<file path="src/rtl/pllfd_pkg.sv">
package pllfd_pkg;

	typedef enum logic [3:0] {
		ST_IDLE,
		ST_DIV1,
		ST_DIV1_WAIT,
		ST_DIV2,
		ST_DIV2_WAIT,
		ST_CHECK,
		ST_CAND_A,
		ST_CAND_A_WAIT,
		ST_CAND_B,
		ST_CAND_B_WAIT,
		ST_CAND_R1,
		ST_CAND_R2,
		ST_CAND_EVAL,
		ST_FINISH,
		ST_OUT
	} pllfd_state_t;

	typedef enum logic [2:0] {
		DOP_NONE,
		DOP_ROUND,
		DOP_TRUNC,
		DOP_BASE,
		DOP_CAND_Q,
		DOP_CAND_F
	} pllfd_dop_t;

	typedef struct packed {
		logic       load;
		pllfd_dop_t div_op;
		logic       div_start;
		logic       check;
		logic       round1;
		logic       round2;
		logic       eval;
		logic       next_cand;
		logic       finish;
	} pllfd_cmd_t;

	typedef struct packed {
		logic div_busy;
		logic reject;
		logic exact_div;
		logic last_cand;
		logic exact_fit;
	} pllfd_sts_t;

	localparam logic [1:0]  REG_REF_RATE = 2'd0;
	localparam int unsigned ROUND_STEP = 1000;
	// ceil(2^38/125): (y*RECIP_125)>>38 == y/125 for any 32-bit y
	localparam logic [31:0] RECIP_125  = 32'd2199023256;
	localparam logic [15:0] EN_BIT     = 16'h8000;
	localparam logic [15:0] ROT_BIT    = 16'h4000;
	localparam logic [15:0] DIR_BIT    = 16'h0800;

	function automatic logic [4:0] sel_rate(input logic [1:0] sel);
		case (sel)
			2'd1:    sel_rate = 5'd16;
			2'd2:    sel_rate = 5'd8;
			2'd3:    sel_rate = 5'd4;
			default: sel_rate = 5'd0;
		endcase
	endfunction

endpackage

</file>
<file path="src/rtl/pllfd_divider.sv">
module pllfd_divider import pllfd_pkg::*; (
	input  logic        clk,
	input  logic        arst_n,
	input  logic        start,
	input  logic [39:0] dividend,
	input  logic [31:0] divisor,
	output logic        busy,
	output logic [39:0] quot,
	output logic [31:0] rem
);
	logic [5:0]  cnt_q;
	logic [39:0] q_q;
	logic [32:0] r_q;
	logic [31:0] d_q;
	logic [32:0] r_sh;
	logic [32:0] r_sub;

	assign r_sh  = {r_q[31:0], q_q[39]};
	assign r_sub = r_sh - {1'b0, d_q};

	always_ff @(posedge clk or negedge arst_n) begin
		if (!arst_n) begin
			cnt_q <= '0;
		end else if (start) begin
			cnt_q <= 6'd40;
		end else if (cnt_q != '0) begin
			cnt_q <= cnt_q - 6'd1;
		end
	end

	always_ff @(posedge clk) begin
		if (start) begin
			q_q <= dividend;
			r_q <= '0;
			d_q <= divisor;
		end else if (cnt_q != '0) begin
			if (!r_sub[32]) begin
				r_q <= r_sub;
				q_q <= {q_q[38:0], 1'b1};
			end else begin
				r_q <= r_sh;
				q_q <= {q_q[38:0], 1'b0};
			end
		end
	end

	assign busy = (cnt_q != '0);
	assign quot = q_q;
	assign rem  = r_q[31:0];
endmodule

</file>
<file path="src/rtl/pllfd_datapath.sv">
module pllfd_datapath import pllfd_pkg::*; #(
	parameter int unsigned NUM_PREDIV = 8,
	parameter int unsigned NUM_SEL    = 4
) (
	input  logic        clk,
	input  logic        arst_n,
	input  pllfd_cmd_t  cmd,
	output pllfd_sts_t  sts,
	input  logic [31:0] ref_rate,
	input  logic [31:0] target_rate,
	input  logic        enable_now,
	output logic [31:0] effective_rate,
	output logic        accepted,
	output logic [15:0] reg_word
);
	localparam int unsigned PW = (NUM_PREDIV > 1) ? $clog2(NUM_PREDIV) : 1;

	logic [31:0] tgt_q;
	logic        en_q;
	logic [32:0] div_full_q;
	logic [7:0]  div_q;
	logic        exact_q;
	logic        dir_q;
	logic [31:0] base_q;
	logic [PW-1:0] p_q;
	logic [1:0]  s_q;
	logic [39:0] cq_q;
	logic [31:0] rnd_y_q;
	logic [25:0] rnd_q_q;
	logic [33:0] best_off_q;
	logic [41:0] best_rate_q;
	logic [PW-1:0] best_p_q;
	logic [1:0]  best_s_q;
	logic        found_q;
	logic        fit_q;

	logic [8:0]  divt;
	logic [8:0]  divb;
	logic        start;
	logic [39:0] dvd;
	logic [31:0] dvs;
	logic        busy;
	logic [39:0] quot;
	logic [31:0] rem;
	logic [41:0] v;
	logic [41:0] c;
	logic [42:0] c_rnd;
	logic [63:0] rnd_prod;
	logic [41:0] off;

	assign divt = 9'(sel_rate(s_q)) * 9'({1'b0, p_q} + 4'd1);
	assign divb = dir_q ? divt - 9'd1 : divt + 9'd1;

	always_comb begin
		dvd = '0;
		dvs = 32'd1;
		case (cmd.div_op)
			DOP_ROUND:  begin dvd = 40'(ref_rate) + 40'(tgt_q[31:1]); dvs = tgt_q; end
			DOP_TRUNC:  begin dvd = 40'(ref_rate); dvs = tgt_q; end
			DOP_BASE:   begin dvd = 40'(ref_rate); dvs = 32'(div_q); end
			DOP_CAND_Q: begin dvd = 40'(base_q); dvs = 32'(divb); end
			DOP_CAND_F: begin dvd = 40'(rem) * 40'(divt); dvs = 32'(divb); end
			default:    begin dvd = '0; dvs = 32'd1; end
		endcase
	end
	assign start = cmd.div_start;

	pllfd_divider u_div (
		.clk(clk), .arst_n(arst_n), .start(start), .dividend(dvd), .divisor(dvs),
		.busy(busy), .quot(quot), .rem(rem)
	);

	// round up to a multiple of 1000: (v+999)/8, then /125 by reciprocal
	assign v        = 42'(cq_q) * 42'(divt) + 42'(quot);
	assign c_rnd    = 43'(v) + 43'(ROUND_STEP - 1);
	assign rnd_prod = 64'(rnd_y_q) * 64'(RECIP_125);
	assign c        = 42'(rnd_q_q) * 42'(ROUND_STEP);
	assign off      = (c > 42'(tgt_q)) ? c - 42'(tgt_q) : 42'(tgt_q) - c;

	always_ff @(posedge clk) begin
		if (cmd.load) begin
			tgt_q <= target_rate;
			en_q  <= enable_now;
		end
		if (cmd.div_op == DOP_ROUND && !busy && !start) div_full_q <= quot[32:0];
		if (cmd.check) begin
			div_q   <= div_full_q[7:0];
			exact_q <= (rem == '0);
			dir_q   <= (quot[32:0] != div_full_q);
		end
		if (cmd.div_op == DOP_BASE && !busy && !start) base_q <= quot[31:0];
		if (cmd.div_op == DOP_CAND_Q && !busy && !start) cq_q <= quot;
		if (cmd.round1) rnd_y_q <= c_rnd[34:3];
		if (cmd.round2) rnd_q_q <= rnd_prod[63:38];
		if (cmd.eval && (off == '0 || off < 42'(best_off_q))) begin
			best_rate_q <= c;
			best_p_q    <= p_q;
			best_s_q    <= s_q;
		end
	end

	always_ff @(posedge clk or negedge arst_n) begin
		if (!arst_n) begin
			p_q <= '0; s_q <= 2'd1; found_q <= 1'b0; fit_q <= 1'b0;
			best_off_q <= '0;
		end else if (cmd.load) begin
			p_q <= '0; s_q <= 2'd1; found_q <= 1'b0; fit_q <= 1'b0;
			best_off_q <= 34'(target_rate);
		end else begin
			if (cmd.eval && (off == '0 || off < 42'(best_off_q))) begin
				best_off_q <= off[33:0];
				found_q    <= 1'b1;
				if (off == '0) fit_q <= 1'b1;
			end
			if (cmd.next_cand) begin
				if (32'(s_q) >= NUM_SEL - 1 || s_q == 2'd3) begin
					s_q <= 2'd1;
					p_q <= p_q + PW'(1);
				end else begin
					s_q <= s_q + 2'd1;
				end
			end
		end
	end

	assign sts.div_busy  = busy || start;
	assign sts.reject    = (tgt_q == '0) || (div_full_q == '0) || (div_full_q > 33'd255);
	assign sts.exact_div = (rem == '0);
	assign sts.last_cand = (32'(p_q) == NUM_PREDIV - 1) &&
		(32'(s_q) >= NUM_SEL - 1 || s_q == 2'd3);
	assign sts.exact_fit = fit_q;

	always_ff @(posedge clk) begin
		if (cmd.finish) begin
			effective_rate <= '0;
			accepted       <= 1'b0;
			reg_word       <= '0;
			if (!sts.reject) begin
				if (exact_q) begin
					effective_rate <= base_q;
					accepted       <= (base_q == tgt_q);
					reg_word       <= (base_q == tgt_q) ?
						({en_q, 15'd0} | 16'(div_q)) : 16'd0;
				end else if (found_q) begin
					effective_rate <= (best_rate_q > 42'hFFFFFFFF) ? 32'hFFFFFFFF :
						best_rate_q[31:0];
					accepted       <= (best_rate_q == 42'(tgt_q));
					reg_word       <= (best_rate_q == 42'(tgt_q)) ?
						({en_q, 15'd0} | 16'(div_q) | ROT_BIT | {2'b0, best_s_q, 12'd0} |
						{5'd0, 3'(best_p_q), 8'd0} | (dir_q ? DIR_BIT : 16'd0)) : 16'd0;
				end
			end
		end
	end
endmodule

</file>
<file path="src/rtl/pllfd_ctrl.sv">
module pllfd_ctrl import pllfd_pkg::*; (
	input  logic       clk,
	input  logic       arst_n,
	input  logic       in_valid,
	output logic       in_stall,
	output logic       out_valid,
	input  logic       out_stall,
	input  pllfd_sts_t sts,
	output pllfd_cmd_t cmd
);
	pllfd_state_t st_q, st_d;
	logic         base_done_q;
	logic         skip_q;

	always_ff @(posedge clk or negedge arst_n) begin
		if (!arst_n) st_q <= ST_IDLE;
		else st_q <= st_d;
	end

	always_comb begin
		st_d = st_q;
		case (st_q)
			ST_IDLE:        if (in_valid) st_d = ST_DIV1;
			ST_DIV1:        st_d = ST_DIV1_WAIT;
			ST_DIV1_WAIT:   if (!sts.div_busy) st_d = ST_DIV2;
			ST_DIV2:        st_d = sts.reject ? ST_FINISH : ST_DIV2_WAIT;
			ST_DIV2_WAIT:   if (!sts.div_busy) st_d = ST_CHECK;
			ST_CHECK:       st_d = ST_CAND_A;
			ST_CAND_A:      st_d = ST_CAND_A_WAIT;
			ST_CAND_A_WAIT: if (!sts.div_busy) begin
				if (base_done_q) st_d = ST_CAND_B;
				else st_d = skip_q ? ST_FINISH : ST_CAND_A;
			end
			ST_CAND_B:      st_d = ST_CAND_B_WAIT;
			ST_CAND_B_WAIT: if (!sts.div_busy) st_d = ST_CAND_R1;
			ST_CAND_R1:     st_d = ST_CAND_R2;
			ST_CAND_R2:     st_d = ST_CAND_EVAL;
			ST_CAND_EVAL:   st_d = sts.last_cand ? ST_FINISH : ST_CAND_A;
			ST_FINISH:      st_d = ST_OUT;
			ST_OUT:         if (!out_stall) st_d = ST_IDLE;
			default:        st_d = ST_IDLE;
		endcase
		if (st_q == ST_CAND_A && sts.exact_fit) st_d = ST_FINISH;
	end

	// first CAND_A pass after CHECK computes base; later passes do candidates
	always_ff @(posedge clk or negedge arst_n) begin
		if (!arst_n) base_done_q <= 1'b0;
		else if (st_q == ST_CHECK) base_done_q <= 1'b0;
		else if (st_q == ST_CAND_A_WAIT && !sts.div_busy) base_done_q <= 1'b1;
	end

	// target divides the reference: no search needed
	always_ff @(posedge clk or negedge arst_n) begin
		if (!arst_n) skip_q <= 1'b0;
		else if (st_q == ST_CHECK) skip_q <= sts.exact_div;
	end

	always_comb begin
		cmd = '0;
		cmd.div_op = DOP_NONE;
		case (st_q)
			ST_IDLE: cmd.load = in_valid;
			ST_DIV1: begin cmd.div_op = DOP_ROUND; cmd.div_start = 1'b1; end
			ST_DIV1_WAIT: cmd.div_op = DOP_ROUND;
			ST_DIV2: begin
				cmd.div_op = DOP_TRUNC; cmd.div_start = !sts.reject;
			end
			ST_DIV2_WAIT: cmd.div_op = DOP_TRUNC;
			ST_CHECK: cmd.check = 1'b1;
			ST_CAND_A: begin
				cmd.div_op = base_done_q ? DOP_CAND_Q : DOP_BASE;
				cmd.div_start = !sts.exact_fit;
			end
			ST_CAND_A_WAIT: cmd.div_op = base_done_q ? DOP_CAND_Q : DOP_BASE;
			ST_CAND_B: begin cmd.div_op = DOP_CAND_F; cmd.div_start = 1'b1; end
			ST_CAND_B_WAIT: cmd.div_op = DOP_CAND_F;
			ST_CAND_R1: cmd.round1 = 1'b1;
			ST_CAND_R2: cmd.round2 = 1'b1;
			ST_CAND_EVAL: begin
				cmd.eval = 1'b1;
				cmd.next_cand = 1'b1;
			end
			ST_FINISH: cmd.finish = 1'b1;
			default: ;
		endcase
	end

	assign in_stall  = (st_q != ST_IDLE);
	assign out_valid = (st_q == ST_OUT);
endmodule

</file>
<file path="src/rtl/pll_fractional_divider_search_unit.sv">
// PLL divider search: one request at a time. Each request runs a shared
// restoring divider up to 3 times for setup and twice per candidate, plus
// rounding and compare in the R1, R2 and EVAL states per candidate, over
// up to NUM_PREDIV*max(1,min(NUM_SEL-1,3)) candidates (24 by default). A
// rejected target stops after the first division; when the target divides
// the reference, no search follows the base division.
module pll_fractional_divider_search_unit import pllfd_pkg::*; #(
	parameter int unsigned NUM_PREDIV = 8,
	parameter int unsigned NUM_SEL    = 4
) (
	input  logic        clk,
	input  logic        arst_n,
	input  logic        psel,
	input  logic        penable,
	input  logic        pwrite,
	input  logic [1:0]  paddr,
	input  logic [31:0] pwdata,
	output logic [31:0] prdata,
	output logic        pready,
	input  logic        in_valid,
	output logic        in_stall,
	input  logic [31:0] target_rate,
	input  logic        enable_now,
	output logic        out_valid,
	input  logic        out_stall,
	output logic [31:0] effective_rate,
	output logic        accepted,
	output logic [15:0] reg_word
);
	logic [31:0] ref_rate_q;
	pllfd_cmd_t  cmd;
	pllfd_sts_t  sts;

	assign pready = 1'b1;
	always_ff @(posedge clk or negedge arst_n) begin
		if (!arst_n) ref_rate_q <= 32'd625000000;
		else if (psel && penable && pwrite && paddr == REG_REF_RATE) ref_rate_q <= pwdata;
	end
	assign prdata = (paddr == REG_REF_RATE) ? ref_rate_q : 32'd0;

	pllfd_ctrl u_ctrl (
		.clk(clk), .arst_n(arst_n), .in_valid(in_valid), .in_stall(in_stall),
		.out_valid(out_valid), .out_stall(out_stall), .sts(sts), .cmd(cmd)
	);

	pllfd_datapath #(.NUM_PREDIV(NUM_PREDIV), .NUM_SEL(NUM_SEL)) u_dp (
		.clk(clk), .arst_n(arst_n), .cmd(cmd), .sts(sts), .ref_rate(ref_rate_q),
		.target_rate(target_rate), .enable_now(enable_now),
		.effective_rate(effective_rate), .accepted(accepted), .reg_word(reg_word)
	);

	a_stall_busy: assert property (@(posedge clk) disable iff (!arst_n)
		out_valid |-> in_stall) else $error("input open while result pending");
	a_acc_word: assert property (@(posedge clk) disable iff (!arst_n)
		(out_valid && !accepted) |-> reg_word == 16'd0) else $error("word without accept");
	a_acc_rate: assert property (@(posedge clk) disable iff (!arst_n)
		(out_valid && accepted) |-> effective_rate != 32'd0) else $error("accept on zero");
endmodule

</file>
<file path="config.mk">
export PLATFORM = sky130hd
export DESIGN_NAME = pll_fractional_divider_search_unit
export DESIGN_NICKNAME = d
export VERILOG_FILES = /design/src/rtl/pllfd_pkg.sv /design/src/rtl/pllfd_divider.sv /design/src/rtl/pllfd_datapath.sv /design/src/rtl/pllfd_ctrl.sv /design/src/rtl/pll_fractional_divider_search_unit.sv
export SDC_FILE = /design/constraint.sdc
export NUM_CORES = 2
export LEC_CHECK = 0
export ABC_AREA = 1
export CORE_MARGIN = 5
export CORE_UTILIZATION = 55
export CTS_CLUSTER_SIZE = 40
export DETAILED_ROUTE_END_ITERATION = 8
export DONT_BUFFER_PORTS = 1
export PLACE_DENSITY = 0.7
export SLEW_MARGIN = 20
export SYNTH_ARGS = -nofsm -noshare
export SYNTH_HDL_FRONTEND = slang
export SYNTH_SLANG_ARGS = --single-unit
</file>
<file path="constraint.sdc">
create_clock -name clk -period 10.1 [get_ports clk]
set_input_delay 2.02 -clock clk [delete_from_list [all_inputs] [get_ports clk]]
set_output_delay 2.02 -clock clk [all_outputs]
set_load 0.02 [all_outputs]
</file>
=== Yosys cells after proc, flatten, opt, wreduce, memory -nomap -nowiden ===
Cells that the tools add are included.

* Register bits: 482
* Input bits: 74
* Output and inout port bits: 84
* Word-level logic and storage cells: 193

* Add/subtract/negate cells: 12
* Multiply operators: 5
* Order comparisons: 5
* Equal/unequal tests: 32
* Muxes and demuxes: 58
* Bitwise logic cells: 4
* Reduce and logical (&&, ||, !) cells: 48

{| class="wikitable"
|+ Operator list
! cell !! count
|-
| 32-bit 2-to-1 mux || 5
|-
| 40-bit one-hot mux with 4 select lines || 1
|-
| 32-bit one-hot mux with 3 select lines || 1
|-
| 40-bit 2-to-1 mux || 2
|-
| 34-bit 2-to-1 mux || 2
|-
| 32-bit logical NOT || 2
|-
| 16-bit 2-to-1 mux || 4
|-
| 32-bit by 29-bit multiplier with 61-bit output (second input constant) || 1
|-
| 4-bit one-hot mux with 15 select lines || 1
|-
| 4-bit 2-to-1 mux || 11
|-
| 42-bit logical NOT || 1
|-
| 42-bit by 34-bit less-than comparator with 1-bit output || 1
|-
| 42-bit 2-to-1 mux || 1
|-
| 32-bit by 9-bit multiplier with 40-bit output || 1
|-
| 40-bit by 9-bit multiplier with 35-bit output || 1
|-
| 32-bit by 36-bit subtractor with 37-bit output || 1
|-
| 36-bit by 32-bit subtractor with 37-bit output || 1
|-
| 36-bit by 32-bit == test with 1-bit output || 1
|-
| 36-bit by 32-bit > comparator with 1-bit output || 1
|-
| 36-bit by 32-bit > comparator with 1-bit output (second input constant) || 1
|-
| 35-bit by 10-bit adder with 35-bit output (second input constant) || 1
|-
| 35-bit adder || 1
|-
| 32-bit by 31-bit adder with 33-bit output || 1
|-
| 33-bit by 8-bit > comparator with 1-bit output (second input constant) || 1
|-
| 48 further kinds || 120
|}

=== Logic depth before layout (Yosys ltp) ===
* Depth in word-level cells: 10
* Gate-level depth with buffers: 52
* Depth with buffers taken out: 49

=== By module ===
From an unflattened synthesis, not the netlist that was laid out.

* Cells, all modules: 7731
* Area, all modules: 63833.7 µm²

{| class="wikitable"
|+ Modules (own cells, without submodules)
! module !! instances !! cells each !! area an instance (µm²) !! seq. area each (µm²)
|-
| pllfd_datapath || 1 || 6301 || 54115.7 || 9615.5
|-
| pllfd_divider || 1 || 1102 || 7488.4 || 2952.8
|-
| pll_fractional_divider_search_unit || 1 || 212 || 1600.3 || 814.5
|-
| pllfd_ctrl || 1 || 116 || 629.4 || 150.1
|}

=== Worst setup path before layout ===
No wires, ideal clock.

* Path type: register -> register
* Start: reg u_dp.rnd_q_q[0]
* End: reg u_dp.best_p_q[0] (enable)
* Library setup time: 0.394 ns
* Data arrival time: 7.784 ns
* Data required time: 9.706 ns
* Slack: 1.922 ns
* Cell stages (with the launch flop): 43
* Buffers on the path: 3
* Period minus slack after synthesis: 8.178 ns
* Path through: edfxtp_1 > fa_1 > fa_1 > inv_1 > fa_1 > fa_1 > inv_1 > ha_1 > nand2_1 > nand3_1 > nand3_1 > nand3_1 > a31o_2 > a31o_2 > xnor2_1 > inv_1 > ha_1 > clkbuf_1 > [7 not listed] > buf_6 > nand2_1 > nand2_1 > inv_1 > ha_1 > a21oi_1 > o21ai_0 > nand3_1 > nand2_1 > nand2_1 > a21oi_1 > nor4_1 > nand3_1 > nand3_1 > o211ai_1 > nand2_2 > nand2_4 > inv_1

* Word-level cells in the longest chain between the ends: 6
* Elaborated cells on any way between the ends: 9
* Classes of those cells: 2 x add/sub; 1 x mul; 2 x order compare; 1 x mux; 3 x reduce/logical

{| class="wikitable"
|+ Ends and longest elaborated chain
! element !! RTL line !! text
|-
| start: declaration || pllfd_datapath.sv:29 || <nowiki>logic [25:0] rnd_q_q;</nowiki>
|-
| start signal: assignment || pllfd_datapath.sv:94 || <nowiki>if (cmd.round2) rnd_q_q <= rnd_prod[63:38];</nowiki>
|-
| 26-bit by 7-bit multiplier with 33-bit output (*) || pllfd_datapath.sv:77 || <nowiki>assign c = 42'(rnd_q_q) * 42'(ROUND_STEP);</nowiki>
|-
| via u_dp.c[30] || pllfd_datapath.sv:46 || <nowiki>logic [41:0] c;</nowiki>
|-
| 32-bit by 36-bit subtractor with 37-bit output (tied with other cells) || pllfd_datapath.sv:78 || <nowiki>assign off = (c > 42'(tgt_q)) ? c - 42'(tgt_q) : 42'(tgt_q) - c;</nowiki>
|-
| 42-bit 2-to-1 mux (*) || pllfd_datapath.sv:78 ||
|-
| 42-bit by 34-bit less-than comparator with 1-bit output / 42-bit logical NOT (equally long branches) || pllfd_datapath.sv:95 || <nowiki>if (cmd.eval && (off == '0 || off < 42'(best_off_q))) begin</nowiki>
|-
| 1-bit logical OR (*) || pllfd_datapath.sv:95 ||
|-
| 1-bit logical AND (*) || pllfd_datapath.sv:95 ||
|-
| end signal: assignment || pllfd_datapath.sv:97 || <nowiki>best_p_q <= p_q;</nowiki>
|-
| end: declaration || pllfd_datapath.sv:32 || <nowiki>logic [PW-1:0] best_p_q;</nowiki>
|}

Mark *: on every way through the listed nets, which the timed path passes. The rest lies on a longest branch.
A chain may end at the register's enable or synchronous reset.

=== Final worst setup path ===
* Start: reg u_dp.rnd_q_q[1]
* End: reg u_dp.best_p_q[2] (enable)

The elaborated chain is that of the path after synthesis.

==> metrics.md <==
| Metric | Value |
|---|---|
| Status | complete, no violations |
| Final net count | 8869 |
| Cts repair resizes | 0 |
| Slowest cell on crit path | fa_1 |
| Crit end category | flip-flop |
| Clock latency on the worst-skew pair | 710 ps |
| Worst EP required | 10390 ps |
| RSZ-0062 raised after global routing | false |
| Cell family with most CP delay | adder cells |
| Die Y | 346 µm |
| Hold EP | u_dp.base_q[17] |
| DR vias/cell | 5.74 |
| Period utilization | 91.7% |
| Detailed-route wire length per cell | 22.2 µm |
| Critical path's largest stage delay | 540 ps |
| Via count | 50500 |
| Global route overflow | 0 |
| Max Freq | 108 MHz |
| Ys flop type | edfxtp_1 |
| Die Wd | 346 µm |
| Most used cell, CP | nand2_1 |
| CTS tree | done |
| YS warnings | 0 |
| Synth-to-Final Area Change | 6.04% |
| Clock buffer depth | 3 |
| Setup TNS | 0 ps |
| Port buffer count | 0 |
| Number of synthesized flops with an enable pin | 358 |
| # hold bufs at CTS | 0 |
| Kind of critical path | reg2reg |
| Root Buffer | clkbuf_16 |
| Final Critical Period | 9270 ps |
| Crit-path max FO | 40 |
| Share of cells above drive strength 1 | 3.44% |
| Hpwl dp | 160 mm |
| Synthesized area | 61900 µm² |
| Worst path arrival time | 9550 ps |
| RD Place Congestion | 1.06 |
| Min-Delay Startpoint | u_dp.u_div.quot[17] |
| Worst-path clk slew | 60 ps |
| Synth top area cells | fa_1 23%, edfxtp_1 17%, ha_1 17%, inv_1 9.8%, nand2_1 7.8% |
| Pre-antenna DRT Iters | 6 |
| Tightest Hold Check Type | reg2reg |
| I/O Pins | 158 |
| Antenna violations before repair | 5 |
| Overall Global Routing Usage | 32.3% |
| Iter 0 DRT Violations | 5143 |
| Vias in the first global route | 50700 |
| Slew Limit Fails | 0 |
| Core area | 112000 µm² |
| Synth top cells by count | 1614 x inv_1, 1280 x nand2_1, 824 x ha_1 |
| Top cell type's share of synthesized area | 23.2% |
| Async SR Flop Fraction | 17.9% |
| Synth Area per Inst | 8.52 µm² |
| Row count | 123 |
| Relative slew slack | 27.3% |
| H-tree depth | 2 |
| Synthesized instance count | 7267 |
| Num CTS Buffers | 56 |
| Worst R2R End | u_dp.best_p_q[2] |
| FF-to-FF Start | u_dp.rnd_q_q[1] |
| Yosys top cell by area | fa_1 |
| Hold Path Stages | 0 |
| CTS Sinks | 475 |
| Synth unique cells | 66 |
| Max_cap viols | 0 |
| Seq/Total Area, Yosys | 21.8% |
| Reg2Reg Depth | 43 |
| Final setup vio count | 0 |
| Worst Max-Slew Pin Slew | 1090 ps |
| Reg2Reg Setup Slack | 830 ps |
| First-pass GRT wire length | 299 mm |
| Antenna viol nets, final | 0 |
| Most frequent cell after synthesis | inv_1 |
| Register bit count reported by yosys | 475 |
| Pin count of the biggest net entering global routing | 92 |
| Startpoint types | flip-flop |
| Drt drc | 0 |
| Initial Utilization | 55.2% |
| Setup Buffers After CTS | 0 |
| Total Wirelength | 196 mm |
| DIE AREA | 119000 µm² |
| Final setup skew | 68.6 ps |
| Buf/Inv on CP | 8 |
| Syn Nets | 8882 |
| Final hold viol count | 0 |
sequential cells by signal, summed over array words and instances, names as in the netlist, 33 cells and up:
name	cells
u_dp.cq_q	33
u_dp.best_rate_q	33
u_dp.u_div.quot	40
u_dp.best_off_q	34
u_dp.div_full_q	33
cell usage in the layout, fill, tap and decap left out, types with 9 or more instances in the layout:
cell and instances:
o21a_1 19, a21o_1 13, o21ai_1 10, o31ai_1 13, a22oi_1 9, dfstp_2 12, clkbuf_1 14, nand3_1 154
a221oi_1 11, a21boi_0 21, xor2_1 175, nand2_1 1278, dfrtp_1 73, edfxtp_1 358, nor2_2 17, or2_2 17
a31oi_1 73, dfxtp_1 32, nand2_2 9, o211ai_1 25, clkbuf_16 57, xnor2_1 87, ha_1 822, o21ai_0 329
nor4_1 46, nand4_1 44, a21oi_1 435, o21bai_1 27, nor2_1 539, a211oi_1 9, fa_1 716, o22ai_1 20
nor3_1 32, buf_4 77, o2111ai_1 11, inv_1 1609
how the worst max path moves through the flow:
stage	start	end	slack [ps]	depth (start not counted)
floorplan	u_dp.rnd_q_q[0]	u_dp.best_p_q[0]	1920	42
global placement	u_dp.rnd_q_q[10]	u_dp.best_p_q[0]	1090	42
detailed placement	u_dp.rnd_q_q[9]	u_dp.best_p_q[2]	930	42
CTS	u_dp.rnd_q_q[1]	u_dp.best_s_q[1]	880	43
global route	u_dp.rnd_q_q[6]	u_dp.best_s_q[1]	160	43
finish	u_dp.rnd_q_q[1]	u_dp.best_p_q[2]	830	43
area by class of cell:
class | instances | area (µm²)
diodes | 3 | 7.51
clock buffers | 76 | 1550
clock inverters | 29 | 308
fillers | 10000 | 46500
inverters | 1621 | 6080
multi-input cells | 5023 | 41800
flip-flops and latches | 475 | 13500
well taps | 1500 | 1880
repair buffers | 77 | 578
routing by layer:
| metal | share of wire, % | global-route usage (%) |
|---|---|---|
| met3 | 11 | 7.47 |
| met5 | 0.22 | 0 |
| met4 | 5.3 | 13.8 |
| met2 | 43 | 49.7 |
| met1 | 40 | 44.2 |
cell families (layout without fill, tap and decap cells):
group / Yosys count / in the layout / share of synthesized area [%]
flops: 475 / 475 / 21.8
other cells: 1 / 4 / 0.00605
buf+inv: 1769 / 1803 / 10.9
xor+xnor: 262 / 262 / 3.70
fa+ha+maj: 1541 / 1541 / 39.8
compound gates: 1059 / 1059 / 9.64
simple gates: 2160 / 2160 / 14.1
through the flow:
stage / area, µm² / instances / hold slack (ps) / setup WS, ps / utilization (%)
floorplan: 61900 / 7267 / 451 / 1920 / -
global placement: 63800 / 8696 / 451 / 1090 / 56.9
CTS: 65700 / 8801 / 464 / 878 / 58.5
finish: 65700 / 8804 / 472 / 834 / 58.6
global route: 65700 / 8801 / 475 / 161 / 58.5
detailed placement: 63800 / 8696 / 449 / 931 / 56.9
Power is not shown: default switching activity piles up to over one toggle a cycle in this logic, so the estimate is an artifact.
